### config.mk
export PLATFORM = sky130hd
export DESIGN_NAME = qslerp_sqrt_cell
export DESIGN_NICKNAME = d
export VERILOG_FILES = /design/src/sv/qslerp_pkg.sv /design/src/sv/qslerp_sqrt_cell.sv
export SDC_FILE = /design/constraint.sdc
export NUM_CORES = 1
export LEC_CHECK = 0
export ABC_AREA = 1
export ABC_CLOCK_PERIOD_IN_PS = 1300
export BUFFER_PORTS_ARGS = -buffer_cell sky130_fd_sc_hd__buf_2
export CAP_MARGIN = 20
export CORE_AREA = 2 2 272 274
export DETAILED_ROUTE_END_ITERATION = 10
export DIE_AREA = 0 0 274 276
export SYNTH_ARGS = -nofsm -noshare
export SYNTH_HDL_FRONTEND = slang
export SYNTH_SLANG_ARGS = --single-unit
### constraint.sdc
create_clock -name clk_i -period 1.3 [get_ports clk_i]
set_clock_uncertainty 0.15 [all_clocks]
set_input_delay 0.065 -clock clk_i [delete_from_list [all_inputs] [get_ports clk_i]]
set_output_delay 0.065 -clock clk_i [all_outputs]
set_load 0.01 [all_outputs]
### src/sv/qslerp_pkg.sv
`default_nettype none

package qslerp_pkg;

  // Fixed-point formats
  localparam int FRAC_BITS = 15;          // fraction bits of the I/O values
  localparam int IFB       = 30;          // fraction bits of the internal Q30 values
  localparam int CORDIC_STAGES_DEF = 16;

  // Internal widths
  localparam int TW         = 31;         // Q30 magnitude up to and including 1.0
  localparam int SQW        = 62;         // square root working width
  localparam int SQRT_STEPS = 31;         // one result bit per step for a 61-bit radicand
  localparam int CW         = 36;         // CORDIC x/y
  localparam int ZW         = 34;         // CORDIC angle
  localparam int DIV_STEPS  = 32;         // quotient bits
  localparam int RW         = 66;         // divider remainder
  localparam int QW         = 32;
  localparam int KW         = 33;         // signed weight, +-2.0 in Q30

  localparam logic [TW-1:0] ONE30    = TW'(1) << IFB;
  localparam logic [15:0]   THR_RESET = 16'd32765;
  localparam logic signed [CW-1:0] GAIN_INV = 36'sh0_26DD_3B6A;

  // arctan(2^-i) in Q30, truncated
  localparam logic [31:0] ATAN_TAB [32] = '{
    32'h3243F6A8, 32'h1DAC6705, 32'h0FADBAFC, 32'h07F56EA6, 32'h03FEAB76, 32'h01FFD55B,
    32'h00FFFAAA, 32'h007FFF55, 32'h003FFFEA, 32'h001FFFFD, 32'h000FFFFF, 32'h0007FFFF,
    32'h0003FFFF, 32'h0001FFFF, 32'h0000FFFF, 32'h00007FFF, 32'h00003FFF, 32'h00001FFF,
    32'h00000FFF, 32'h000007FF, 32'h000003FF, 32'h000001FF, 32'h000000FF, 32'h0000007F,
    32'h0000003F, 32'h0000001F, 32'h0000000F, 32'h00000008, 32'h00000004, 32'h00000002,
    32'h00000001, 32'h00000000
  };

  function automatic logic signed [ZW-1:0] atan_val(input int i);
    logic [4:0] idx;
    idx = i[4:0];
    return $signed({2'b00, ATAN_TAB[idx]});
  endfunction

  // Channel payloads
  typedef struct packed {
    logic signed [15:0] start_w;
    logic signed [15:0] start_x;
    logic signed [15:0] start_y;
    logic signed [15:0] start_z;
    logic signed [15:0] end_w;
    logic signed [15:0] end_x;
    logic signed [15:0] end_y;
    logic signed [15:0] end_z;
    logic [15:0]        blend;
  } in_t;

  typedef struct packed {
    logic signed [15:0] out_w;
    logic signed [15:0] out_x;
    logic signed [15:0] out_y;
    logic signed [15:0] out_z;
  } out_t;

  typedef logic [15:0] cfg_t;

  // Per-transaction data travelling alongside the cell chains
  typedef struct packed {
    logic [3:0][15:0] s;       // start components
    logic [3:0][16:0] e;       // end components, negated for the short arc
    logic [TW-1:0]    t30;     // blend in Q30
    logic [TW-1:0]    cosv;
    logic [TW-1:0]    sinv;
    logic             thr_hit; // cosine above threshold
    logic             lin;     // linear weights in use
  } side_t;

endpackage

`default_nettype wire

### src/sv/qslerp_sqrt_cell.sv
`default_nettype none

// One step of the digit-by-digit square root
module qslerp_sqrt_cell import qslerp_pkg::*; #(
  parameter int BIT_POS = 60
) (
  input  wire logic           clk_i,
  input  wire logic           rst_ni,
  input  wire logic           en_i,
  input  wire logic           valid_i,
  input  wire side_t          side_i,
  input  wire logic [SQW-1:0] n_i,
  input  wire logic [SQW-1:0] r_i,
  output logic                valid_o,
  output side_t               side_o,
  output logic [SQW-1:0]      n_o,
  output logic [SQW-1:0]      r_o
);

  localparam logic [SQW-1:0] BITV = SQW'(1) << BIT_POS;

  logic [SQW-1:0] trial;
  logic           take;
  logic [SQW-1:0] n_d, r_d;

  // trial subtract
  always_comb begin
    trial = r_i + BITV;
    take  = n_i >= trial;
    n_d   = take ? n_i - trial : n_i;
    r_d   = take ? (r_i >> 1) + BITV : r_i >> 1;
  end

  always_ff @(posedge clk_i or negedge rst_ni) begin
    if (!rst_ni) begin
      valid_o <= 1'b0;
    end else if (en_i) begin
      valid_o <= valid_i;
    end
  end

  always_ff @(posedge clk_i) begin
    if (en_i) begin
      side_o <= side_i;
      n_o    <= n_d;
      r_o    <= r_d;
    end
  end

endmodule

`default_nettype wire

==> summary.txt <==
Final layout
  – Commonest non-fill, non-tap cells in the layout: nand2_1, buf_2, edfxtp_1
  – Commonest non-fill, non-tap cell in the layout: nand2_1
  – Layout fillers: 7028
  – Final instance area: 0.0326 mm²
  – Util after Layout: 45.0%
  – Layout cell share with drive strength beyond 1: 42.4%
  – Final Non-Filler Cells: 4326
  – Synth-to-layout area growth: 84.1%
  – Nets@finish: 3740

Hold path
  – Hold Path Stages: 3
  – Tightest Hold Check Type: in -> reg
  – Hold path start: n_i[5]
  – Hold Path End: n_o[5]$_DFFE_PP_

Timing
  – Final Critical Period: approximately 1.8 ns
  – RSZ-0062 raised after global routing: true
  – Setup ws final: -0.548 ns
  – Count of final setup violators: about 350
  – Hold Vio Cnt, Final: 10
  – Slew Viols, Final: 0
  – Final hold slack: -0.308 ns
  – Rel. slew slack: 76.7%
  – Worst-Margin Slew: 0.348 ns
  – Highest clock rate: 541 MHz
  – Final worst path period share: 142%

Synth
  – Mapped Area: 0.0177 mm²
  – Synth top area share: 59.5%
  – Main combinational cell family by area after synthesis: simple AND/OR/NAND/NOR gates
  – Async S/R FF share, synth: 0.284%
  – #FFs+latches synth: 352
  – Top FF cell, synth: edfxtp_1
  – Synth area leader: edfxtp_1
  – Synth Area in XOR/XNOR: 1.58%
  – Syn_area_per_cell: 9.41 µm²
  – Compound-Gate Fraction of Synth Area: 1.36%
  – Simple-gate share of the synthesized area: a little under a quarter
  – Post-Synth Adder-Cell Area: 4.49%
  – Unique cell type count in the Yosys netlist: 36
  – Cell count after synthesis: 1884
  – Syn_nets: approximately 2300
  – Area contributors post-synth: edfxtp_1, nand2_1, inv_1
  – Synthesis warning total: 0
  – Post-synth EDFFs: around 350
  – Mux contribution to synthesized area: 0.0635%
  – Seq/Total Area, Yosys: between 50% and 60%

Worst setup path
  – Arrival time worst endpoint: between 2 and 2.5 ns
  – Crit-path most repeated cell: nand2_2
  – Crit. path cell count: 20
  – CP Launch Type: primary input
  – CP required: 1.49 ns
  – Critical R2R Launch: valid_o$_DFFE_PN0P_
  – Critical path's slowest cell: fa_2
  – Crit Path Class: in -> reg
  – CP Max Fanout: 8
  – Critical Path End Type: register
  – Critical path cell sequence: buf_8, inv_12, ha_4, inv_4, fa_2, nand3_2, nand3_4, nand2_2, nand2_2, nand2_2, nand2_2, nand2_2, nand2_2, nand2_2, nand3_4, buf_12, buf_8, buf_16, nand3_2, nand2_1
  – Slowest Stage Delay on Critical Path: 0.36 ns
  – Crit Reg-Reg Endpoint: valid_o$_DFFE_PN0P_
  – R2r setup slk: 0.41 ns
  – CP top delay family: simple AND/OR/NAND/NOR gates
  – Worst reg-to-reg path cell count: 1
  – Buf+Inv Stages, Crit Path: 6

Die
  – Num ports: approximately 710
  – Die width: 274 µm
  – Die ar.: between 0.07 and 0.08 mm²
  – Rows: 99
  – Die height: 276 µm
  – Core ar.: between 0.07 and 0.08 mm²
  – Initial core utilization: 24.4%

Drt
  – TritonRoute pass-1 iters: 6
  – Wire per inst: 24.0 µm
  – # DRC: 0
  – Final ANT Viol Nets: 0
  – DR iter-0 viols: about 1400
  – Vias: 19066
  – Post-Route WL: 104000 µm
  – Via-to-Cell Ratio: 4.41

Clock tree
  – CTS sink cnt: between 300 and 400
  – Clk_lat worst skew: 0.58 ns
  – CTS root buffer: clkbuf_16
  – H-tree depth: 2
  – Cts bufs inserted: 43
  – Worst-path clk slew: 0.07 ns
  – TritonCTS clock tree: built
  – Maximum clock path buffer count: 3

Power and ir drop
  – Peak VDD IR: 0.00124 V
  – Leak: approximately 16 nW
  – Tot Pwr: approximately 37 mW
  – Cell Pwr Density: 1140 mW/mm²

Placement
  – Final HPWL DP: about 80000 µm
  – Placed cells: 3835
  – Placed Area: 0.0248 mm²
  – PortBufs: ~710
  – Routability Congestion: around 0.98

GRT
  – GR Util All Layers: between 20% and 30%
  – Congestion Overflow GR: 0
  – Vias in the first global route: 18844
  – First-pass GRT wire length: roughly 140000 µm
  – Initial antenna violation count: 36
  – Largest net degree at the start of global routing: between 40 and 50

Run status
  – Failing checks: hold timing, setup timing
  – Outcome: finished, violations left

Job
  – Max Cap Violations: 0
-- worst max-delay path by stage --
stage                     slack [ns]  startpoint                end
after floorplan                -0.83      n_i[0]  n_o[48]$_DFFE_PP_
after global placement         -1.20      n_i[0]  n_o[54]$_DFFE_PP_
after detailed placement       -1.26      n_i[0]  n_o[54]$_DFFE_PP_
after CTS                      -0.49     r_i[37]  n_o[14]$_DFFE_PP_
after global routing           -0.60     r_i[11]  n_o[24]$_DFFE_PP_
final                          -0.55      n_i[0]  n_o[43]$_DFFE_PP_
-- cell families (layout without fill, tap and decap cells) --
| kind of cell | Yosys count | after routing |
|---|---|---|
| AO/OA/AOI/OAI | 47 | 47 |
| XOR/XNOR | 32 | 32 |
| adder cells (fa/ha/maj) | 63 | 63 |
| buffers and inverters | 401 | 1871 |
| flip-flops | 352 | 352 |
| multiplexers | 1 | 1 |
| other | 0 | 13 |
| AND/OR/NAND/NOR | 988 | 988 |
-- registers in the layout, summed over array words and instances, names as in the netlist --
| signal | flops |
|---|---|
| side_o | 227 |
| r_o | 62 |
| n_o | 62 |
| valid_o | 1 |
-- power by group --
part | internal (mW) | leakage [nW] | total, mW | switching, mW
clock network | 7.00 | 0.663 | 12.1 | 5.14
registers | 13.8 | 3.44 | 14.3 | 0.479
logic | 5.01 | 11.7 | 10.7 | 5.69
total | 25.8 | 15.8 | 37.1 | 11.3
-- cell usage after synthesis, types with 3 or more instances --
library cell  count
inv_2             8
nand3_1         130
nor3_1           12
nor2_4            3
o21ai_0           5
a21oi_1          39
buf_6             9
nor4_1            3
nand2_2          15
and2_1            4
clkbuf_1          6
nand2_1         664
nor2_2            5
nor3_2            3
edfxtp_1        351
inv_1           372
nand3_2          21
ha_1             62
xor2_1           31
nor2_1          104
nand4_1          18
-- repair_timing --
item                                    4_1_cts  5_1_grt
pin swaps                                    37       51
buffers inserted                             24       19
hold endpoints to repair                    669       14
cloned                                        8        5
resized for setup                           371      197
hold buffers                                343        6
endpoints found under the setup margin      416      416
-- metal layers --
layer  global-route usage, %  wire length (µm)  vias to the layer above
li1                        -                 -                     8907
met1                    31.1             40600                     9092
met2                    45.8             50800                      833
met3                    6.30              8280                      206
met5                       0               165                        -
met4                    7.86              4130                       28
-- through the flow --
stage	setup WS, ns	hold slack, ns	setup TNS [ns]
2_1_floorplan	-0.831	-0.381	-51.54
3_3_place_gp	-1.20	-0.279	-74.47
3_5_place_dp	-1.26	-0.280	-74.85
4_1_cts	-0.491	-0.478	-49.65
5_1_grt	-0.603	-0.334	-60.07
6_report	-0.548	-0.308	-44.56
-- cell type report --
class	instances	area, µm²	area share [%]
multi-input combinational	1131	6940	21.3
sequential	352	10600	32.4
clock inverter	23	234	0.717
tap	959	1200	3.68
inverter	382	1450	4.46
antenna	13	32.5	0.0997
timing repair buffer	1412	11100	33.9
clock buffer	54	1140	3.49
-- tightest hold or removal path, cell delays in order --
cell and delay (ns):
buf_2 0.12, nand3_1 0.07, nand2_1 0.06
Note: power is estimated with default switching activity, not from simulation.
