[src/sv/qslerp_pkg.sv]
`default_nettype none

package qslerp_pkg;

  // Fixed-point formats
  localparam int FRAC_BITS = 15;          // fraction bits of the I/O values
  localparam int IFB       = 30;          // fraction bits of the internal Q30 values
  localparam int CORDIC_STAGES_DEF = 16;

  // Internal widths
  localparam int TW         = 31;         // Q30 magnitude up to and including 1.0
  localparam int SQW        = 62;         // square root working width
  localparam int SQRT_STEPS = 31;         // one result bit per step for a 61-bit radicand
  localparam int CW         = 36;         // CORDIC x/y
  localparam int ZW         = 34;         // CORDIC angle
  localparam int DIV_STEPS  = 32;         // quotient bits
  localparam int RW         = 66;         // divider remainder
  localparam int QW         = 32;
  localparam int KW         = 33;         // signed weight, +-2.0 in Q30

  localparam logic [TW-1:0] ONE30    = TW'(1) << IFB;
  localparam logic [15:0]   THR_RESET = 16'd32765;
  localparam logic signed [CW-1:0] GAIN_INV = 36'sh0_26DD_3B6A;

  // arctan(2^-i) in Q30, truncated
  localparam logic [31:0] ATAN_TAB [32] = '{
    32'h3243F6A8, 32'h1DAC6705, 32'h0FADBAFC, 32'h07F56EA6, 32'h03FEAB76, 32'h01FFD55B,
    32'h00FFFAAA, 32'h007FFF55, 32'h003FFFEA, 32'h001FFFFD, 32'h000FFFFF, 32'h0007FFFF,
    32'h0003FFFF, 32'h0001FFFF, 32'h0000FFFF, 32'h00007FFF, 32'h00003FFF, 32'h00001FFF,
    32'h00000FFF, 32'h000007FF, 32'h000003FF, 32'h000001FF, 32'h000000FF, 32'h0000007F,
    32'h0000003F, 32'h0000001F, 32'h0000000F, 32'h00000008, 32'h00000004, 32'h00000002,
    32'h00000001, 32'h00000000
  };

  function automatic logic signed [ZW-1:0] atan_val(input int i);
    logic [4:0] idx;
    idx = i[4:0];
    return $signed({2'b00, ATAN_TAB[idx]});
  endfunction

  // Channel payloads
  typedef struct packed {
    logic signed [15:0] start_w;
    logic signed [15:0] start_x;
    logic signed [15:0] start_y;
    logic signed [15:0] start_z;
    logic signed [15:0] end_w;
    logic signed [15:0] end_x;
    logic signed [15:0] end_y;
    logic signed [15:0] end_z;
    logic [15:0]        blend;
  } in_t;

  typedef struct packed {
    logic signed [15:0] out_w;
    logic signed [15:0] out_x;
    logic signed [15:0] out_y;
    logic signed [15:0] out_z;
  } out_t;

  typedef logic [15:0] cfg_t;

  // Per-transaction data travelling alongside the cell chains
  typedef struct packed {
    logic [3:0][15:0] s;       // start components
    logic [3:0][16:0] e;       // end components, negated for the short arc
    logic [TW-1:0]    t30;     // blend in Q30
    logic [TW-1:0]    cosv;
    logic [TW-1:0]    sinv;
    logic             thr_hit; // cosine above threshold
    logic             lin;     // linear weights in use
  } side_t;

endpackage

`default_nettype wire

[src/sv/qslerp_div_cell.sv]
`default_nettype none

// One restoring-division step; the divisor is the sine carried in the side data
module qslerp_div_cell import qslerp_pkg::*; #(
  parameter int SH    = 31,
  parameter int LANES = 2
) (
  input  wire logic          clk_i,
  input  wire logic          rst_ni,
  input  wire logic          en_i,
  input  wire logic          valid_i,
  input  wire side_t         side_i,
  input  wire logic [RW-1:0] rem_i [LANES],
  input  wire logic [QW-1:0] q_i   [LANES],
  input  wire logic          neg_i [LANES],
  input  wire logic          ovf_i [LANES],
  output logic               valid_o,
  output side_t              side_o,
  output logic [RW-1:0]      rem_o [LANES],
  output logic [QW-1:0]      q_o   [LANES],
  output logic               neg_o [LANES],
  output logic               ovf_o [LANES]
);

  logic [RW-1:0] trial;
  logic [RW-1:0] rem_d [LANES];
  logic [QW-1:0] q_d   [LANES];

  always_comb begin
    trial = RW'(side_i.sinv) << SH;
    for (int l = 0; l < LANES; l++) begin
      if (rem_i[l] >= trial) begin
        rem_d[l] = rem_i[l] - trial;
        q_d[l]   = q_i[l] | (QW'(1) << SH);
      end else begin
        rem_d[l] = rem_i[l];
        q_d[l]   = q_i[l];
      end
    end
  end

  always_ff @(posedge clk_i or negedge rst_ni) begin
    if (!rst_ni) begin
      valid_o <= 1'b0;
    end else if (en_i) begin
      valid_o <= valid_i;
    end
  end

  always_ff @(posedge clk_i) begin
    if (en_i) begin
      side_o <= side_i;
      rem_o  <= rem_d;
      q_o    <= q_d;
      neg_o  <= neg_i;
      ovf_o  <= ovf_i;
    end
  end

endmodule

`default_nettype wire

[config.mk]
export PLATFORM = sky130hd
export DESIGN_NAME = qslerp_div_cell
export DESIGN_NICKNAME = d
export VERILOG_FILES = /design/src/sv/qslerp_pkg.sv /design/src/sv/qslerp_div_cell.sv
export SDC_FILE = /design/constraint.sdc
export NUM_CORES = 1
export LEC_CHECK = 0
export ABC_AREA = 1
export BUFFER_PORTS_ARGS = -buffer_cell sky130_fd_sc_hd__buf_2
export CAP_MARGIN = 20
export CORE_AREA = 3 3 333 335
export DETAILED_ROUTE_END_ITERATION = 12
export DIE_AREA = 0 0 336 338
export PLACE_DENSITY = 0.39
export SLEW_MARGIN = 20
export SYNTH_ARGS = -nofsm -noshare
export SYNTH_HDL_FRONTEND = slang
export SYNTH_SLANG_ARGS = --single-unit
[constraint.sdc]
create_clock -name clk_i -period 0.8 [get_ports clk_i]
set_clock_uncertainty 0.05 [all_clocks]
set_input_delay 0.12 -clock clk_i [delete_from_list [all_inputs] [get_ports clk_i]]
set_output_delay 0.12 -clock clk_i [all_outputs]
set_load 0.01 [all_outputs]
==> results.toml, run 1 <==
[status]
outcome = "complete, but fails checks"
violations = "negative hold slack, negative setup slack"

[sta]
slew_violations = 0
hold_viol_final = 17
finalSetupViolCount = 506
timing.fmax_mhz = 608
grt_setup_unrepaired = "yes"
setup_tns_ps = -278230
setup_ws_ps = -845
tightest_slew_ps = 448
whs_ps = -164
slew_headroom_pct = 70.0
period_needed_ps = 1650
period_share_pct = 206

[clock_network]
cts.sinks = 428
cts_tree = "yes"
cts_buffers = 55
root_buffer = "clkbuf_16"
cts_max_level = 2
path_clk_slew_ps = 50
insertion_delay_ps = 630
cts_buffer_depth = 3

[final_layout]
nNetsFinal = 3962
design_area_um2 = 36900
fillCellCount = 11300
final_common_cell = "buf_2"
final_cell_mix = "746 x buf_2, 492 x nand2_1, 433 x dlygate4sd3_1"
drive_above_1_share_pct = 46.8
final_util_pct = 34.0
seqCellArea_um2 = 12800
multi_input_area_um2 = 6800
finalNonFillerCells = 4944
area_delta_synth_final_pct = 93.0

[floorplanning]
core_area_um2 = 108000
fp.dieW_um = 336
pin_count = 859
initial_core_util_pct = 17.6
die-area_um2 = 114000
rows = 121
chipHeight_um = 338

[critical_path]
critPathKind = "primary input to register"
worst-r2r-setup-slack_ps = -30
start_kind = "primary input"
crit_start = "side_i[26]"
cp_max_fo = 8
cp_data_required_time_ps = 1120
r2r-start = "valid_o"
cp-end-kind = "register"
arrival_ps = 1970
crit_end = "rem_o[46]"
rr_endpoint = "valid_o"
reg2reg_depth = 1

[place]
port_buffers = 858
dp_hpwl_um = 89500
placed_cell_area_um2 = 28100
place.gp.congestion = 0.896
dp.cells = 4358

[drt]
routed_wl_um = 110000
viasPerCell = 3.88
vias = 19200
antenna_left = 0
dr.first_iter.drc_count = 902
drc = 0
wire_per_inst_um = 22.2
first_pass_iters = 5

[min_path]
hp-class = "primary input to register"

[synth]
synth_nets = 2247
synth_cell_type_count = 36
synth_flop_cell = "edfxtp_1"
yosysWarnings = 0
synth_top_area_share_pct = 67.1
ys_top_cells_by_area = "edfxtp_1 67%, nand2_1 12%, inv_1 4.6%"
post_synth_inst_count = 1752
async_flop_share_pct = 0.234
ys_seq_area_share_pct = 67.3
synth_area_leader_cell = "edfxtp_1"
synth_edf_count = 427
mappedNetlistArea_um2 = 19100
ys_ff_latch = 428
avgSynthCellArea_um2 = 10.9

[power]
p_clk_share_pct = 35.8
netSwitchingFraction_pct = 28.6
internal_power_w = 0.0497
p_sw_w = 0.0199
leakage_nw = 16.5
combPwrFrac_pct = 24.1
power_density_nw_per_um2 = 1890
p_seq_share_pct = 40.1
peakVddDrop_v = 0.00142

[global_routing]
grt_max_degree = 32
antenna_found_initial = 39
grt_pass1_wl_um = 147000
grt_pass1_vias = 19400
grt.total_usage_pct = 18.4
grt.overflow.total = 0

[job]
cap_viol_max_count = 0
[synthesized netlist by cell type, types with 2 or more instances]
cell type	count
nand3b_1	23
nand2_1	591
o21a_1	2
clkinv_1	2
o21ai_0	17
o21ai_1	2
a21oi_2	2
nand2_2	4
nand4_1	19
ha_1	62
edfxtp_1	427
buf_4	5
nor2_1	149
xor2_1	28
nor2_2	10
inv_1	234
a21oi_1	51
o211ai_1	2
nand3_1	70
inv_2	5
o21bai_1	6
buf_6	7
or2_2	4
fa_1	2
nand2b_1	2
xnor2_1	5
nor3_1	12
[flip-flops by register name, summed over array words and instances, names as in the netlist]
signal	flops
rem_o	132
q_o	64
valid_o	1
ovf_o	2
neg_o	2
side_o	227
[power by group through the flow]
stage | logic, W | clock network, W | registers (W)
finish | 0.0168 | 0.0249 | 0.0279
global placement | 0.0131 | 0 | 0.0283
detailed placement | 0.0130 | 0 | 0.0282
CTS | 0.0159 | 0.0260 | 0.0279
floorplan | 0.00351 | 0 | 0.0292
global route | 0.0182 | 0.0268 | 0.0281
[how the worst min path moves through the flow]
stage / startpoint / endpoint / cells past startpoint
floorplan: rst_ni / valid_o / 0
global placement: rst_ni / valid_o / 1
detailed placement: rst_ni / valid_o / 1
CTS: side_i[2] / side_o[2] / 1
global route: rem_i[65] / rem_o[65] / 3
finish: rem_i[65] / rem_o[65] / 3
[cell type report]
cell class,instances,share of cell area [%]
sequential,428,34.9
timing repair buffer,1670,34.3
multi-input combinational,1070,18.4
tap,1414,4.80
clock buffer,63,3.82
inverter,242,2.66
clock inverter,35,0.981
antenna,22,0.149
[kinds of logic after synthesis]
family	after synthesis	synth area share, %
simple gates	889	19.2
flops	428	67.3
buf+inv	254	5.38
compound gates	83	2.36
fa+ha+maj	64	4.27
xor+xnor	33	1.51
mux	1	0.0590
[critical path, stage by stage]
cell and delay [ps]:
buf_4 100, clkinvlp_4 100, buf_6 130, ha_4 240
a21oi_4 180, o21a_1 180, nand2_2 70, nand2_2 70
nand2_2 60, nor2_4 160, nand2_8 130, buf_12 150
buf_12 130, nand2_1 60, nand2_1 70
[metal layers]
metal  vias to the layer above  global-route usage, %  part of all wire, %
met5                         -                      0                 0.10
met4                        16                   3.56                  1.9
met3                       103                   6.63                  9.6
met2                       639                   30.9                   47
met1                      9133                   22.8                   41
li1                       9297                      -                    -
[metrics by stage]
| stage | setup slack (ps) | total power (W) |
|---|---|---|
| after global routing | -883 | 0.0730 |
| final | -845 | 0.0696 |
| after CTS | -802 | 0.0697 |
| after detailed placement | -1700 | 0.0413 |
| after floorplan | -1050 | 0.0327 |
| after global placement | -1680 | 0.0413 |
[timing repair]
action                                  4_1_cts  5_1_grt
pin swaps                                    37       56
setup buffers                                17       14
hold endpoints to repair                    478       48
resized for setup                           223      391
gates cloned                                  1        2
hold buffers                                431        3
endpoints found under the setup margin      501      506
No activity file was read; power rests on OpenSTA's default activity.
==> run 2: changes to the inputs <==
--- a/config.mk
+++ b/config.mk
@@ -9,6 +9,7 @@
 export BUFFER_PORTS_ARGS = -buffer_cell sky130_fd_sc_hd__buf_2
 export CAP_MARGIN = 20
 export CORE_AREA = 3 3 333 335
+export CTS_BUF_LIST = sky130_fd_sc_hd__clkbuf_4 sky130_fd_sc_hd__clkbuf_8 sky130_fd_sc_hd__clkbuf_16
 export DETAILED_ROUTE_END_ITERATION = 12
 export DIE_AREA = 0 0 336 338
 export PLACE_DENSITY = 0.39
==> run 2 against run 1 <==
The run still ends with negative hold slack, negative setup slack left. Sequential share of layout area is essentially flat. Critical path depth is the same. Maximum frequency grew 0.50%. Die area is the same. Clock power is essentially flat. Sequential cell count is the same. Routed wire length is essentially flat. Setup slack gained 8.1 ps. Critical path type unchanged. Largest cell class unchanged.
==> results.toml, run 2 (synthesis gave the netlist of run 1 again) <==
[place]
dp.cells = 4358
place.gp.congestion = 0.896
port_buffers = 858
pre_cts_slack_ps = -1700
dp_hpwl_um = 89500

[sta]
slew_headroom_pct = 70.2
grt_setup_unrepaired = "yes"
period_share_pct = 205
timing.fmax_mhz = 611
period_needed_ps = 1640
setup_ws_ps = -837
slew_violations = 0
hold_viol_final = 19
whs_ps = -161
finalSetupViolCount = 506
tightest_slew_ps = 445

[power]
p_sw_w = 0.0199
peakVddDrop_v = 0.00142
internal_power_w = 0.0500
leakage_nw = 16.6
combPwrFrac_pct = 24.0
netSwitchingFraction_pct = 28.5
power_density_nw_per_um2 = 1900
p_seq_share_pct = 39.9
p_clk_share_pct = 36.1

[clock_network]
insertion_delay_ps = 630
cts_buffer_depth = 3
path_clk_slew_ps = 50
root_buffer = "clkbuf_16"
cts.sinks = 428
cts_tree = "yes"
cts_buffers = 55
cts_max_level = 2

[drt]
first_pass_iters = 5
vias = 19200
dr.first_iter.drc_count = 911
viasPerCell = 3.88
wire_per_inst_um = 22.2
routed_wl_um = 110000
antenna_left = 0
drc = 0

[floorplanning]
core_area_um2 = 108000
chipHeight_um = 338
pin_count = 859
fp.dieW_um = 336
initial_core_util_pct = 17.6
die-area_um2 = 114000
rows = 121

[final_layout]
drive_above_1_share_pct = 47.0
nNetsFinal = 3962
largest_register_ffs = 227
final_common_cell = "buf_2"
top_regs = "side_o x227, rem_o x132, q_o x64"
area_delta_synth_final_pct = 93.2
final_cell_mix = "745 x buf_2, 492 x nand2_1, 433 x dlygate4sd3_1"
fillCellCount = 11300
finalNonFillerCells = 4944
top_register = "side_o"
final_util_pct = 34.0

[critical_path]
cp_data_required_time_ps = 1120
critPathKind = "primary input to register"
r2r-start = "valid_o"
path_cells = "buf_4 > clkinvlp_4 > buf_6 > ha_4 > a21oi_4 > o21a_1 > nand2_2 > nand2_2 > nand2_2 > nor2_4 > nand2_8 > buf_12 > buf_12 > nand2_1 > nand2_1"
cp-end-kind = "register"
cp_max_fo = 8
arrival_ps = 1960
cpPeakStageDelay_ps = 240
start_kind = "primary input"
crit_slowest_cell = "ha_4"
cpMostUsedCell = "nand2_2"
crit_start = "side_i[26]"
worst-r2r-setup-slack_ps = -30

[job]
cap_viol_max_count = 0

[global_routing]
grt_max_degree = 32
grt_pass1_wl_um = 147000
grt_pass1_vias = 19400
grt.total_usage_pct = 18.4
grt.overflow.total = 0
antenna_found_initial = 39

[min_path]
hp-class = "primary input to register"
hold_start = "rem_i[65]"

[status]
violations = "negative hold slack, negative setup slack"
outcome = "complete, but fails checks"
==> run 2: cell counts in the layout (fill, tap and decap cells not counted) <==
No cell type changed its count.
==> run 2: path summary, 6_finish.rpt <==
| path | to | cells past startpoint |
|---|---|---|
| worst max register to register | valid_o | 1 |
| worst max-delay path | rem_o[46] | 15 |
| max in group asynchronous | valid_o | 3 |
| worst min register to register | valid_o | 1 |
| worst min-delay path | rem_o[65] | 3 |
| min in group asynchronous | valid_o | 3 |
==> run 2: layout make-up <==
type	instances	area, µm²	share of cell area [%]
Sequential cell	428	12800	34.8
Timing Repair Buffer	1670	12600	34.3
Multi-Input combinational cell	1070	6800	18.4
Tap cell	1414	1770	4.80
Clock buffer	63	1440	3.89
Inverter	242	981	2.66
Clock inverter	35	362	0.980
Antenna cell	22	55.1	0.149
==> run 2: metrics by stage <==
step | total power [W] | TNS, ps | instance area (µm²) | hold slack [ps]
finish | 0.0699 | -278450 | 36900 | -161
global route | 0.0733 | -315950 | 36900 | -186
CTS | 0.0700 | -308550 | 35500 | -348
detailed placement | 0.0413 | -212260 | 28100 | -138
global placement | 0.0413 | -212650 | 28100 | -140
floorplan | 0.0327 | -74010 | 19200 | -226
==> run 2: worst max-delay path: cells and delay by family <==
| kind | cells | cell delay [ps] |
|---|---|---|
| simple gates | 7 | 610 |
| buf+inv | 5 | 610 |
| compound gates | 2 | 360 |
| fa+ha+maj | 1 | 240 |
==> run 2: power groups by stage <==
stage	registers, W	clock network, W	logic (W)
2_1_floorplan	0.0292	0	0.00351
3_3_place_gp	0.0283	0	0.0131
3_5_place_dp	0.0282	0	0.0130
4_1_cts	0.0279	0.0263	0.0159
5_1_grt	0.0281	0.0271	0.0182
6_report	0.0279	0.0252	0.0168
==> run 2: metal layers <==
metal  up-vias  part of all wire [%]  global-route usage [%]
met5         -                  0.10                       0
met4        16                   2.1                    3.56
met3       104                   9.4                    6.64
met2       610                    47                    30.9
met1      9178                    41                    22.8
li1       9295                     -                       -
==> run 2: what timing repair did <==
item | CTS | global route
hold buffers | 431 | 3
endpoints found under the setup margin | 501 | 506
cloned | 1 | 2
buffers inserted | 17 | 14
hold endpoints to repair | 478 | 48
pin swaps | 37 | 56
gates resized for setup | 223 | 392
