**src/sv/qslerp_pkg.sv**
```systemverilog
`default_nettype none

package qslerp_pkg;

  // Fixed-point formats
  localparam int FRAC_BITS = 15;          // fraction bits of the I/O values
  localparam int IFB       = 30;          // fraction bits of the internal Q30 values
  localparam int CORDIC_STAGES_DEF = 16;

  // Internal widths
  localparam int TW         = 31;         // Q30 magnitude up to and including 1.0
  localparam int SQW        = 62;         // square root working width
  localparam int SQRT_STEPS = 31;         // one result bit per step for a 61-bit radicand
  localparam int CW         = 36;         // CORDIC x/y
  localparam int ZW         = 34;         // CORDIC angle
  localparam int DIV_STEPS  = 32;         // quotient bits
  localparam int RW         = 66;         // divider remainder
  localparam int QW         = 32;
  localparam int KW         = 33;         // signed weight, +-2.0 in Q30

  localparam logic [TW-1:0] ONE30    = TW'(1) << IFB;
  localparam logic [15:0]   THR_RESET = 16'd32765;
  localparam logic signed [CW-1:0] GAIN_INV = 36'sh0_26DD_3B6A;

  // arctan(2^-i) in Q30, truncated
  localparam logic [31:0] ATAN_TAB [32] = '{
    32'h3243F6A8, 32'h1DAC6705, 32'h0FADBAFC, 32'h07F56EA6, 32'h03FEAB76, 32'h01FFD55B,
    32'h00FFFAAA, 32'h007FFF55, 32'h003FFFEA, 32'h001FFFFD, 32'h000FFFFF, 32'h0007FFFF,
    32'h0003FFFF, 32'h0001FFFF, 32'h0000FFFF, 32'h00007FFF, 32'h00003FFF, 32'h00001FFF,
    32'h00000FFF, 32'h000007FF, 32'h000003FF, 32'h000001FF, 32'h000000FF, 32'h0000007F,
    32'h0000003F, 32'h0000001F, 32'h0000000F, 32'h00000008, 32'h00000004, 32'h00000002,
    32'h00000001, 32'h00000000
  };

  function automatic logic signed [ZW-1:0] atan_val(input int i);
    logic [4:0] idx;
    idx = i[4:0];
    return $signed({2'b00, ATAN_TAB[idx]});
  endfunction

  // Channel payloads
  typedef struct packed {
    logic signed [15:0] start_w;
    logic signed [15:0] start_x;
    logic signed [15:0] start_y;
    logic signed [15:0] start_z;
    logic signed [15:0] end_w;
    logic signed [15:0] end_x;
    logic signed [15:0] end_y;
    logic signed [15:0] end_z;
    logic [15:0]        blend;
  } in_t;

  typedef struct packed {
    logic signed [15:0] out_w;
    logic signed [15:0] out_x;
    logic signed [15:0] out_y;
    logic signed [15:0] out_z;
  } out_t;

  typedef logic [15:0] cfg_t;

  // Per-transaction data travelling alongside the cell chains
  typedef struct packed {
    logic [3:0][15:0] s;       // start components
    logic [3:0][16:0] e;       // end components, negated for the short arc
    logic [TW-1:0]    t30;     // blend in Q30
    logic [TW-1:0]    cosv;
    logic [TW-1:0]    sinv;
    logic             thr_hit; // cosine above threshold
    logic             lin;     // linear weights in use
  } side_t;

endpackage

`default_nettype wire

```
**src/sv/qslerp_cordic_cell.sv**
```systemverilog
`default_nettype none

// One CORDIC micro-rotation, vectoring or rotation mode, over LANES lanes
module qslerp_cordic_cell import qslerp_pkg::*; #(
  parameter int IDX    = 0,
  parameter int LANES  = 1,
  parameter bit ROTATE = 1'b0
) (
  input  wire logic                  clk_i,
  input  wire logic                  rst_ni,
  input  wire logic                  en_i,
  input  wire logic                  valid_i,
  input  wire side_t                 side_i,
  input  wire logic signed [CW-1:0]  x_i [LANES],
  input  wire logic signed [CW-1:0]  y_i [LANES],
  input  wire logic signed [ZW-1:0]  z_i [LANES],
  output logic                       valid_o,
  output side_t                      side_o,
  output logic signed [CW-1:0]       x_o [LANES],
  output logic signed [CW-1:0]       y_o [LANES],
  output logic signed [ZW-1:0]       z_o [LANES]
);

  localparam logic signed [ZW-1:0] ANG = atan_val(IDX);

  logic signed [CW-1:0] x_d [LANES];
  logic signed [CW-1:0] y_d [LANES];
  logic signed [ZW-1:0] z_d [LANES];

  // direction from the angle (rotation) or from the sign of y (vectoring)
  always_comb begin
    for (int l = 0; l < LANES; l++) begin
      logic signed [CW-1:0] dx, dy;
      logic up;
      dx = y_i[l] >>> IDX;
      dy = x_i[l] >>> IDX;
      up = ROTATE ? !z_i[l][ZW-1] : y_i[l][CW-1];
      if (up) begin
        x_d[l] = x_i[l] - dx;
        y_d[l] = y_i[l] + dy;
        z_d[l] = z_i[l] - ANG;
      end else begin
        x_d[l] = x_i[l] + dx;
        y_d[l] = y_i[l] - dy;
        z_d[l] = z_i[l] + ANG;
      end
    end
  end

  always_ff @(posedge clk_i or negedge rst_ni) begin
    if (!rst_ni) begin
      valid_o <= 1'b0;
    end else if (en_i) begin
      valid_o <= valid_i;
    end
  end

  always_ff @(posedge clk_i) begin
    if (en_i) begin
      side_o <= side_i;
      x_o    <= x_d;
      y_o    <= y_d;
      z_o    <= z_d;
    end
  end

endmodule

`default_nettype wire

```
**config.mk**
```make
export PLATFORM = sky130hd
export DESIGN_NAME = qslerp_cordic_cell
export DESIGN_NICKNAME = d
export VERILOG_FILES = /design/src/sv/qslerp_pkg.sv /design/src/sv/qslerp_cordic_cell.sv
export SDC_FILE = /design/constraint.sdc
export NUM_CORES = 1
export LEC_CHECK = 0
export BUFFER_PORTS_ARGS = -buffer_cell sky130_fd_sc_hd__buf_4
export CORE_AREA = 2 2 263 265
export CTS_CLUSTER_SIZE = 25
export DETAILED_ROUTE_END_ITERATION = 8
export DIE_AREA = 0 0 265 267
export HOLD_SLACK_MARGIN = 0.12
export MAX_ROUTING_LAYER = met4
export PLACE_DENSITY = 0.5
export SKIP_CTS_REPAIR_TIMING = 1
export SLEW_MARGIN = 20
export SYNTH_ARGS = -nofsm -noshare
export SYNTH_HDL_FRONTEND = slang
export SYNTH_SLANG_ARGS = --single-unit
```
**constraint.sdc**
```tcl
create_clock -name clk_i -period 1.6 [get_ports clk_i]
set_input_delay 0.24 -clock clk_i [delete_from_list [all_inputs] [get_ports clk_i]]
set_output_delay 0.24 -clock clk_i [all_outputs]
set_load 0.01 [all_outputs]
```
==> summary.txt, run 1 <==
Status
  • Status: finished, violations left
  • Failing checks: negative setup slack

Timing
  • PnR worst setup slack: -0.803 ns
  • Endpoints failing hold: 0
  • Slew headroom: 0.619
  • Fin crit period: 2.40 ns
  • Clk_skew: 0 ns
  • Maximum clock frequency: 416 MHz
  • Setup violations, final: 79
  • Final period util: 1.50
  • Total negative slack: -37.83 ns
  • Final Max Slew Viols: 0
  • RSZ-0062 raised after global routing: true
  • Slew @ Worst Pin: 0.566 ns

Critical path
  • Reg-to-Reg Start: valid_o
  • Reg2reg setup slack: 0.81 ns
  • Worst setup SP type: input pin
  • Critical Path End: y_o[23]
  • Worst Path Buf+Inv: 3
  • CP startpoint: x_i[4]
  • CP Class: input pin to flip-flop
  • Family with the most delay on the worst path: compound AO/OA/AOI/OAI gates
  • Crit path depth: 13
  • CP arrival: 2.72 ns
  • CP required: 1.92 ns
  • Worst setup EP type: flip-flop
  • Crit-path cells: buf_8, inv_8, ha_4, nor2_4, a211oi_2, a21oi_2, a311oi_4, buf_4, o31ai_4, a221oi_4, o221ai_2, mux2i_1, xnor2_1
  • Reg2reg path depth: 1
  • RR Endpoint: valid_o
  • Slowest stage cell, crit path: a311oi_4
  • CP Max Fanout: 6
  • Largest stage delay on the critical path: 0.44 ns

Synth
  • Yosys cell types: 88
  • Synthesis Warnings: 0
  • Main synth FF type: edfxtp_1
  • Mux share of post-synthesis cell area: 0.0107
  • Post-Syn Nets: 1988
  • Post-Synth Adder-Cell Area: 0.0978
  • Synth async-reset ratio: 0.00300
  • Number of enable flip-flop cells after synthesis: 332
  • Simple-gate share of the synthesized area: 0.0820
  • Largest family of logic cells by synthesized area: compound AO/OA/AOI/OAI gates
  • Yosys reg bits: 333
  • Register area share after synthesis: 0.556
  • Syn_area_per_cell: 11.9 µm²
  • Synthesized area: 18000 µm²
  • Post-Synth XOR/XNOR Area: 0.0458
  • Post-synthesis compound-gate area fraction: 0.167
  • Synth Instances: 1513

Placed design
  • Placer Congestion: 0.916
  • Port Buffers: 670
  • Hpwl dp: 68900 µm

Die
  • IO Pins: 671
  • Row count: 96
  • Die Y: 267 µm
  • CORE AREA: 68000 µm²
  • Die X: 265 µm
  • Initial Util: 0.264
  • Die Area: 70800 µm²

Clock tree
  • Clock slew at reported path FFs: 0.06 ns
  • Root buffer cell: clkbuf_16
  • Clock Tree Buf Depth: 3
  • Clk_lat worst skew: 0.56 ns
  • CTS tree: done
  • Total CTS buffers: 40
  • H-Tree Depth: 2
  • Sink Count: 333

Layout
  • Area grow syn2layout: 89.0%
  • Nets: 3447
  • Final core utilization: 0.499
  • Layout cell share with drive strength beyond 1: 0.532

Power and ir drop
  • Total Power: 30700 µW
  • Worst vdd ir: 0.617 mV
  • Leakage: 0.0148 µW
  • Power Dens Cells: 905 nW/µm²

Routing
  • Antenna Nets Post-Route: 0
  • Vias: 18.1k
  • Via density: 4.66
  • Initial DRT Pass Iterations: 5
  • Iteration-0 DRC count of the detailed router: 1047
  • # DRC: 0
  • Wire per inst: 22.3 µm
  • Final wirelength: 86800 µm

GRT
  • Global Route Usage Sum: 0.230
  • Initial antenna violation count: 6
  • Vias in the first global route: 17.2k
  • Total congestion overflow: 0
  • First-pass GRT wire length: 115000 µm
  • Largest net degree at the start of global routing: 59

Run
  • Max-Cap Viols: 0

Hold path
  • Worst min-delay path category: input pin to flip-flop
==> final cells by class <==
class                      instances  area [µm²]
inverter                         124         520
clock buffer                      47        1070
fill                            6204       34000
tap                              882        1100
timing repair buffer            1473       12000
antenna                            6        15.0
multi-input combinational       1000        8940
clock inverter                    27         302
sequential                       333        9990
==> worst min path at each step <==
stage	startpoint	to	slack, ns	cells past startpoint
after CTS	rst_ni	valid_o	-0.59	1
after global routing	z_i[3]	z_o[3]	0.14	3
after detailed placement	rst_ni	valid_o	0.02	1
after floorplan	rst_ni	valid_o	-0.06	0
after global placement	rst_ni	valid_o	0.02	1
final	z_i[3]	z_o[3]	0.13	3
==> synthesized netlist by cell type, drive strengths merged, types with 6 or more instances <==
cell type / n / share of area
edfxtp: 332 / 0.56
a21oi: 137 / 0.039
ha: 134 / 0.093
inv: 122 / 0.025
o21ai: 100 / 0.028
nor2: 96 / 0.020
xnor2: 81 / 0.039
nand2: 66 / 0.014
a21o: 37 / 0.016
nor3: 33 / 0.0098
clkbuf: 29 / 0.0061
o21bai: 28 / 0.012
buf: 27 / 0.0087
a211oi: 24 / 0.011
nand4: 22 / 0.0077
o21a: 20 / 0.0084
mux2i: 18 / 0.010
o31ai: 15 / 0.0073
nor2b: 14 / 0.0049
nor4: 13 / 0.0045
o211ai: 13 / 0.0054
xor2: 13 / 0.0063
nand2b: 12 / 0.0042
nand3: 12 / 0.0033
a31oi: 8 / 0.0028
or2: 7 / 0.0024
a211o: 6 / 0.0029
a221oi: 6 / 0.0049
a311oi: 6 / 0.0046
o2111ai: 6 / 0.0040
o22ai: 6 / 0.0024
==> where the power goes <==
part | internal (µW) | switching [µW] | leakage, µW
registers | 10800 | 435 | 0.00326
clock network | 5660 | 3960 | 0.000670
logic | 5130 | 4760 | 0.0109
==> state kept, by name, summed over array words and instances (netlist names) <==
register / flops
z_o: 34
x_o: 36
valid_o: 1
side_o: 227
y_o: 35
==> per-layer routing <==
layer  global-route usage  vias to the layer above  wire [µm]
met5                    -                        -          0
met4               0.0796                        0       3070
met3               0.0535                      136       4810
met2                0.387                      598      43200
met1                0.268                     8852      35700
li1                     -                     8545          -
==> metrics by stage <==
stage / cells / cell area, µm² / worst slack, ns / hold WS (ns)
2_1_floorplan: 1513 / 18900 / -0.942 / -0.0556
3_3_place_gp: 3526 / 28600 / -1.54 / 0.0167
4_1_cts: 3600 / 30000 / -0.922 / -0.586
5_1_grt: 3892 / 33900 / -0.853 / 0.145
6_report: 3892 / 33900 / -0.803 / 0.134
3_5_place_dp: 3526 / 28600 / -1.52 / 0.0228
==> cells by family (layout without fill, tap and decap cells) <==
logic type,Yosys count,count (layout)
fa+ha+maj,138,138
compound gates,448,448
simple gates,301,301
mux,19,19
other cells,0,6
flops,333,333
xor+xnor,94,94
buf+inv,180,1671
==> placed cells by master, fill, tap and decap left out, types with 10 or more instances in the layout <==
cell type      instances
buf_4               1174
edfxtp_1             332
dlygate4sd3_1        236
inv_1                100
ha_1                 100
a21oi_1               86
nor2_1                80
xnor2_1               73
nand2_1               56
o21ai_0               48
buf_6                 45
a21oi_2               42
clkbuf_16             42
a21o_1                36
ha_4                  32
o21ai_1               28
o21bai_1              24
nand4_1               22
o21ai_2               22
nor3_1                19
o21a_1                18
xor2_1                13
o211ai_1              13
inv_2                 12
a211oi_2              11
nor3_2                11
a211oi_1              11
mux2i_1               11
buf_12                11
nand3_1               10
nand2b_1              10
Power figures use the tool's default switching activity.
==> run 2, diff against run 1 <==
--- a/config.mk
+++ b/config.mk
@@ -6,10 +6,10 @@
 export NUM_CORES = 1
 export LEC_CHECK = 0
 export BUFFER_PORTS_ARGS = -buffer_cell sky130_fd_sc_hd__buf_4
-export CORE_AREA = 2 2 263 265
-export CTS_CLUSTER_SIZE = 25
+export CORE_AREA = 2 2 264 266
+export CTS_CLUSTER_DIAMETER = 60
 export DETAILED_ROUTE_END_ITERATION = 8
-export DIE_AREA = 0 0 265 267
+export DIE_AREA = 0 0 266 268
 export HOLD_SLACK_MARGIN = 0.12
 export MAX_ROUTING_LAYER = met4
 export PLACE_DENSITY = 0.5
==> summary.txt, run 2 (same netlist as run 1, synthesis figures left out) <==
GRT
  • First-pass GRT wire length: 118000 µm
  • Initial antenna violation count: 10
  • Vias in the first global route: 17.3k
  • Total congestion overflow: 0
  • Largest net degree at the start of global routing: 66
  • Global Route Usage Sum: 0.234

Placed design
  • Placer Congestion: 0.938
  • DP Worst Slack: -1.58 ns
  • Port Buffers: 670
  • Dpl cells: 3509
  • Hpwl dp: 70300 µm

Layout
  • Most frequent cells in the layout: buf_4 (1152), edfxtp_1 (332), dlygate4sd3_1 (239), inv_1 (101), ha_1 (88)
  • Layout cell share with drive strength beyond 1: 0.538
  • Most common cell after layout, fill and taps aside: buf_4
  • Finished Layout Cells: 3908
  • Max reg flops: 227
  • Area grow syn2layout: 92.6%
  • Biggest register: side_o
  • Biggest regs: side_o x227, x_o x36, y_o x35
  • Nets: 3454

Clock tree
  • Clock Tree Buf Depth: 3
  • Clk_lat worst skew: 0.59 ns
  • Total CTS buffers: 46
  • H-Tree Depth: 2
  • CTS tree: done
  • Sink Count: 333
  • Root buffer cell: clkbuf_16
  • Clock slew at reported path FFs: 0.05 ns

Timing
  • Setup violations, final: 77
  • Clk_skew: 0 ns
  • Fin crit period: 2.33 ns
  • Slew headroom: 0.576
  • Final period util: 1.45
  • PnR worst setup slack: -0.727 ns
  • Endpoints failing hold: 0
  • Maximum clock frequency: 430 MHz
  • Final Max Slew Viols: 0
  • Slew @ Worst Pin: 0.636 ns
  • RSZ-0062 raised after global routing: true

Critical path
  • CP Max Fanout: 3
  • CP required: 1.92 ns
  • CP Class: input pin to flip-flop
  • Worst setup EP type: flip-flop
  • CP arrival: 2.64 ns
  • Worst setup SP type: input pin

Die
  • Die X: 266 µm
  • Die Area: 71300 µm²
  • CORE AREA: 68200 µm²
  • Die Y: 268 µm
  • Row count: 96
  • Initial Util: 0.263
  • IO Pins: 671

Power and ir drop
  • Power Dens Cells: 918 nW/µm²
  • Worst vdd ir: 0.711 mV
  • Leakage: 0.0151 µW

Routing
  • Antenna Nets Post-Route: 0
  • Via density: 4.72
  • Final wirelength: 89600 µm
  • Vias: 18.4k
  • Iteration-0 DRC count of the detailed router: 922
  • Initial DRT Pass Iterations: 7
  • # DRC: 0
  • Wire per inst: 22.9 µm

Status
  • Failing checks: negative setup slack
  • Status: finished, violations left

Hold path
  • Worst min-delay path category: input pin to flip-flop

Run
  • Max-Cap Viols: 0
## run 2: final timing paths
kind,start,to,slack [ns],depth (start not counted)
max in group asynchronous,rst_ni,valid_o,0.89,3
setup reg to reg,valid_o,valid_o,0.84,1
min in group asynchronous,rst_ni,valid_o,0.56,3
hold reg to reg,valid_o,valid_o,0.54,1
hold / removal,z_i[10],z_o[10],0.17,3
setup / recovery,y_i[0],y_o[32],-0.73,12
## run 2: cell type report
cell class,count,area (µm²)
Antenna cell,10,25.0
Fill cell,6165,33600
Tap cell,882,1100
Clock inverter,37,392
Sequential cell,333,9990
Clock buffer,48,1160
Inverter,124,534
Multi-Input combinational cell,1000,9220
Timing Repair Buffer,1474,12200
## run 2: worst max-delay path, cell delays in order
cell      delay [ns]
buf_8           0.11
ha_4            0.17
fa_2            0.39
nor2b_4         0.15
o21ai_4         0.19
a21oi_4         0.10
o31ai_4         0.35
a211oi_4        0.15
a211o_1         0.36
a21oi_2         0.18
o21ai_1         0.08
xnor2_1         0.15
## run 2: per-layer routing
metal | vias up | wire length, µm | global-route usage
met5 | - | 0 | -
met4 | 0 | 3240 | 0.0635
met3 | 148 | 4400 | 0.0486
met2 | 574 | 46900 | 0.428
met1 | 9140 | 35100 | 0.258
li1 | 8570 | - | -
## run 2: stage by stage
step / instance area, µm² / power (µW) / hold slack (ns) / util / TNS [ns]
final: 34600 / 31800 / 0.166 / 0.507 / -33.89
after detailed placement: 28500 / 19800 / 0.0449 / 0.418 / -92.75
after CTS: 30000 / 30500 / -0.599 / 0.440 / -39.17
after floorplan: 18900 / 14600 / -0.0556 / - / -52.67
after global placement: 28500 / 19800 / 0.0461 / 0.418 / -93.13
after global routing: 34600 / 33000 / 0.153 / 0.507 / -37.73
## run 2: power by group
group	switching [µW]	internal, µW	leakage [µW]
combinational	4880	5260	0.0110
clock	4310	6190	0.000750
sequential	370	10800	0.00326
total	9560	22200	0.0151
==> run 3, diff against run 2 <==
--- a/config.mk
+++ b/config.mk
@@ -13,6 +13,7 @@
 export HOLD_SLACK_MARGIN = 0.12
 export MAX_ROUTING_LAYER = met4
 export PLACE_DENSITY = 0.5
+export RECOVER_POWER = 25
 export SKIP_CTS_REPAIR_TIMING = 1
 export SLEW_MARGIN = 20
 export SYNTH_ARGS = -nofsm -noshare
==> summary.txt, run 3 (same netlist as run 1, synthesis figures left out) <==
Timing
  • Setup violations, final: 77
  • Maximum clock frequency: 431 MHz
  • Clk_skew: 0 ns
  • Final Max Slew Viols: 0
  • Hold_ws: 0.166 ns
  • Fin crit period: 2.32 ns
  • Endpoints failing hold: 0
  • Final period util: 1.45
  • RSZ-0062 raised after global routing: true
  • Slew @ Worst Pin: 0.643 ns
  • PnR worst setup slack: -0.721 ns
  • Slew headroom: 0.571

Die
  • Die Y: 268 µm
  • Row count: 96
  • Die X: 266 µm
  • CORE AREA: 68200 µm²
  • Die Area: 71300 µm²
  • Initial Util: 0.263
  • IO Pins: 671

Routing
  • Wire per inst: 22.9 µm
  • Final wirelength: 89300 µm
  • Antenna Nets Post-Route: 0
  • Initial DRT Pass Iterations: 5
  • Vias: 18.5k
  • Via density: 4.72
  • # DRC: 0
  • Iteration-0 DRC count of the detailed router: 950

Layout
  • Area grow syn2layout: 92.3%
  • Biggest regs: side_o x227, x_o x36, y_o x35
  • Most frequent cells in the layout: buf_4 (922), edfxtp_1 (332), dlygate4sd3_1 (239), clkbuf_4 (218), inv_1 (101)
  • Biggest register: side_o
  • Most common cell after layout, fill and taps aside: buf_4
  • Layout cell share with drive strength beyond 1: 0.534
  • Nets: 3454
  • Max reg flops: 227

GRT
  • Largest net degree at the start of global routing: 66
  • Global Route Usage Sum: 0.234
  • Initial antenna violation count: 10
  • First-pass GRT wire length: 118000 µm
  • Total congestion overflow: 0
  • Vias in the first global route: 17.3k

Clock tree
  • H-Tree Depth: 2
  • Total CTS buffers: 46
  • Sink Count: 333
  • CTS tree: done
  • Clock slew at reported path FFs: 0.05 ns
  • Root buffer cell: clkbuf_16
  • Clock Tree Buf Depth: 3
  • Clk_lat worst skew: 0.59 ns

Critical path
  • Worst Path Buf+Inv: 1
  • Family with the most delay on the worst path: compound AO/OA/AOI/OAI gates
  • Worst setup SP type: input pin
  • CP arrival: 2.64 ns
  • Reg2reg setup slack: 0.84 ns
  • CP Class: input pin to flip-flop
  • Worst setup EP type: flip-flop
  • CP required: 1.92 ns
  • CP Max Fanout: 3
  • Largest stage delay on the critical path: 0.39 ns
  • Crit-path cells: buf_8, ha_4, fa_2, nor2b_4, o21ai_4, a21oi_4, o31ai_4, a211oi_4, a211o_1, a21oi_2, o21ai_1, xnor2_1
  • Slowest stage cell, crit path: fa_2

Placed design
  • Placer Congestion: 0.938
  • Port Buffers: 670
  • Hpwl dp: 70300 µm
  • DP Worst Slack: -1.58 ns

Hold path
  • Worst min-delay path category: input pin to flip-flop

Power and ir drop
  • Leakage: 0.0150 µW
  • Worst vdd ir: 0.711 mV
  • Power Dens Cells: 918 nW/µm²

Run
  • Max-Cap Viols: 0

Status
  • Failing checks: negative setup slack
  • Status: finished, violations left
==> run 3: per-stage QoR <==
stage               total power (µW)   util  std cells  TNS [ns]  cell area (µm²)
floorplan                      14600      -       1513    -52.67            18900
global placement               19800  0.418       3509    -93.13            28500
detailed placement             19800  0.418       3509    -92.75            28500
CTS                            30500  0.440       3594    -39.17            30000
global route                   33000  0.506       3907    -37.73            34500
finish                         31700  0.506       3907    -33.82            34500
==> run 3: power breakdown <==
part | internal (µW) | total (µW) | switching (µW)
combinational | 5220 | 10100 | 4870
clock | 6190 | 10500 | 4310
sequential | 10800 | 11100 | 369
total | 22200 | 31700 | 9550
==> run 3: metal layers <==
metal	GRT usage	wire (µm)
met1	0.258	34800
met2	0.428	46700
met3	0.0486	4530
met4	0.0635	3240
met5	-	0
==> run 3: final cells by class <==
| type | instances | area, µm² |
|---|---|---|
| well taps | 882 | 1100 |
| flip-flops and latches | 333 | 9990 |
| fillers | 6171 | 33700 |
| inverters | 124 | 534 |
| clock inverters | 37 | 392 |
| diodes | 9 | 22.5 |
| multi-input cells | 1000 | 9220 |
| clock buffers | 48 | 1160 |
| repair buffers | 1474 | 12100 |
==> run 3: path summary, 6_finish.rpt <==
check | start | end | depth (start not counted)
min in group asynchronous | rst_ni | valid_o | 3
worst min-delay path | z_i[10] | z_o[10] | 3
worst max register to register | valid_o | valid_o | 1
worst min register to register | valid_o | valid_o | 1
worst max-delay path | y_i[0] | y_o[32] | 12
max in group asynchronous | rst_ni | valid_o | 3
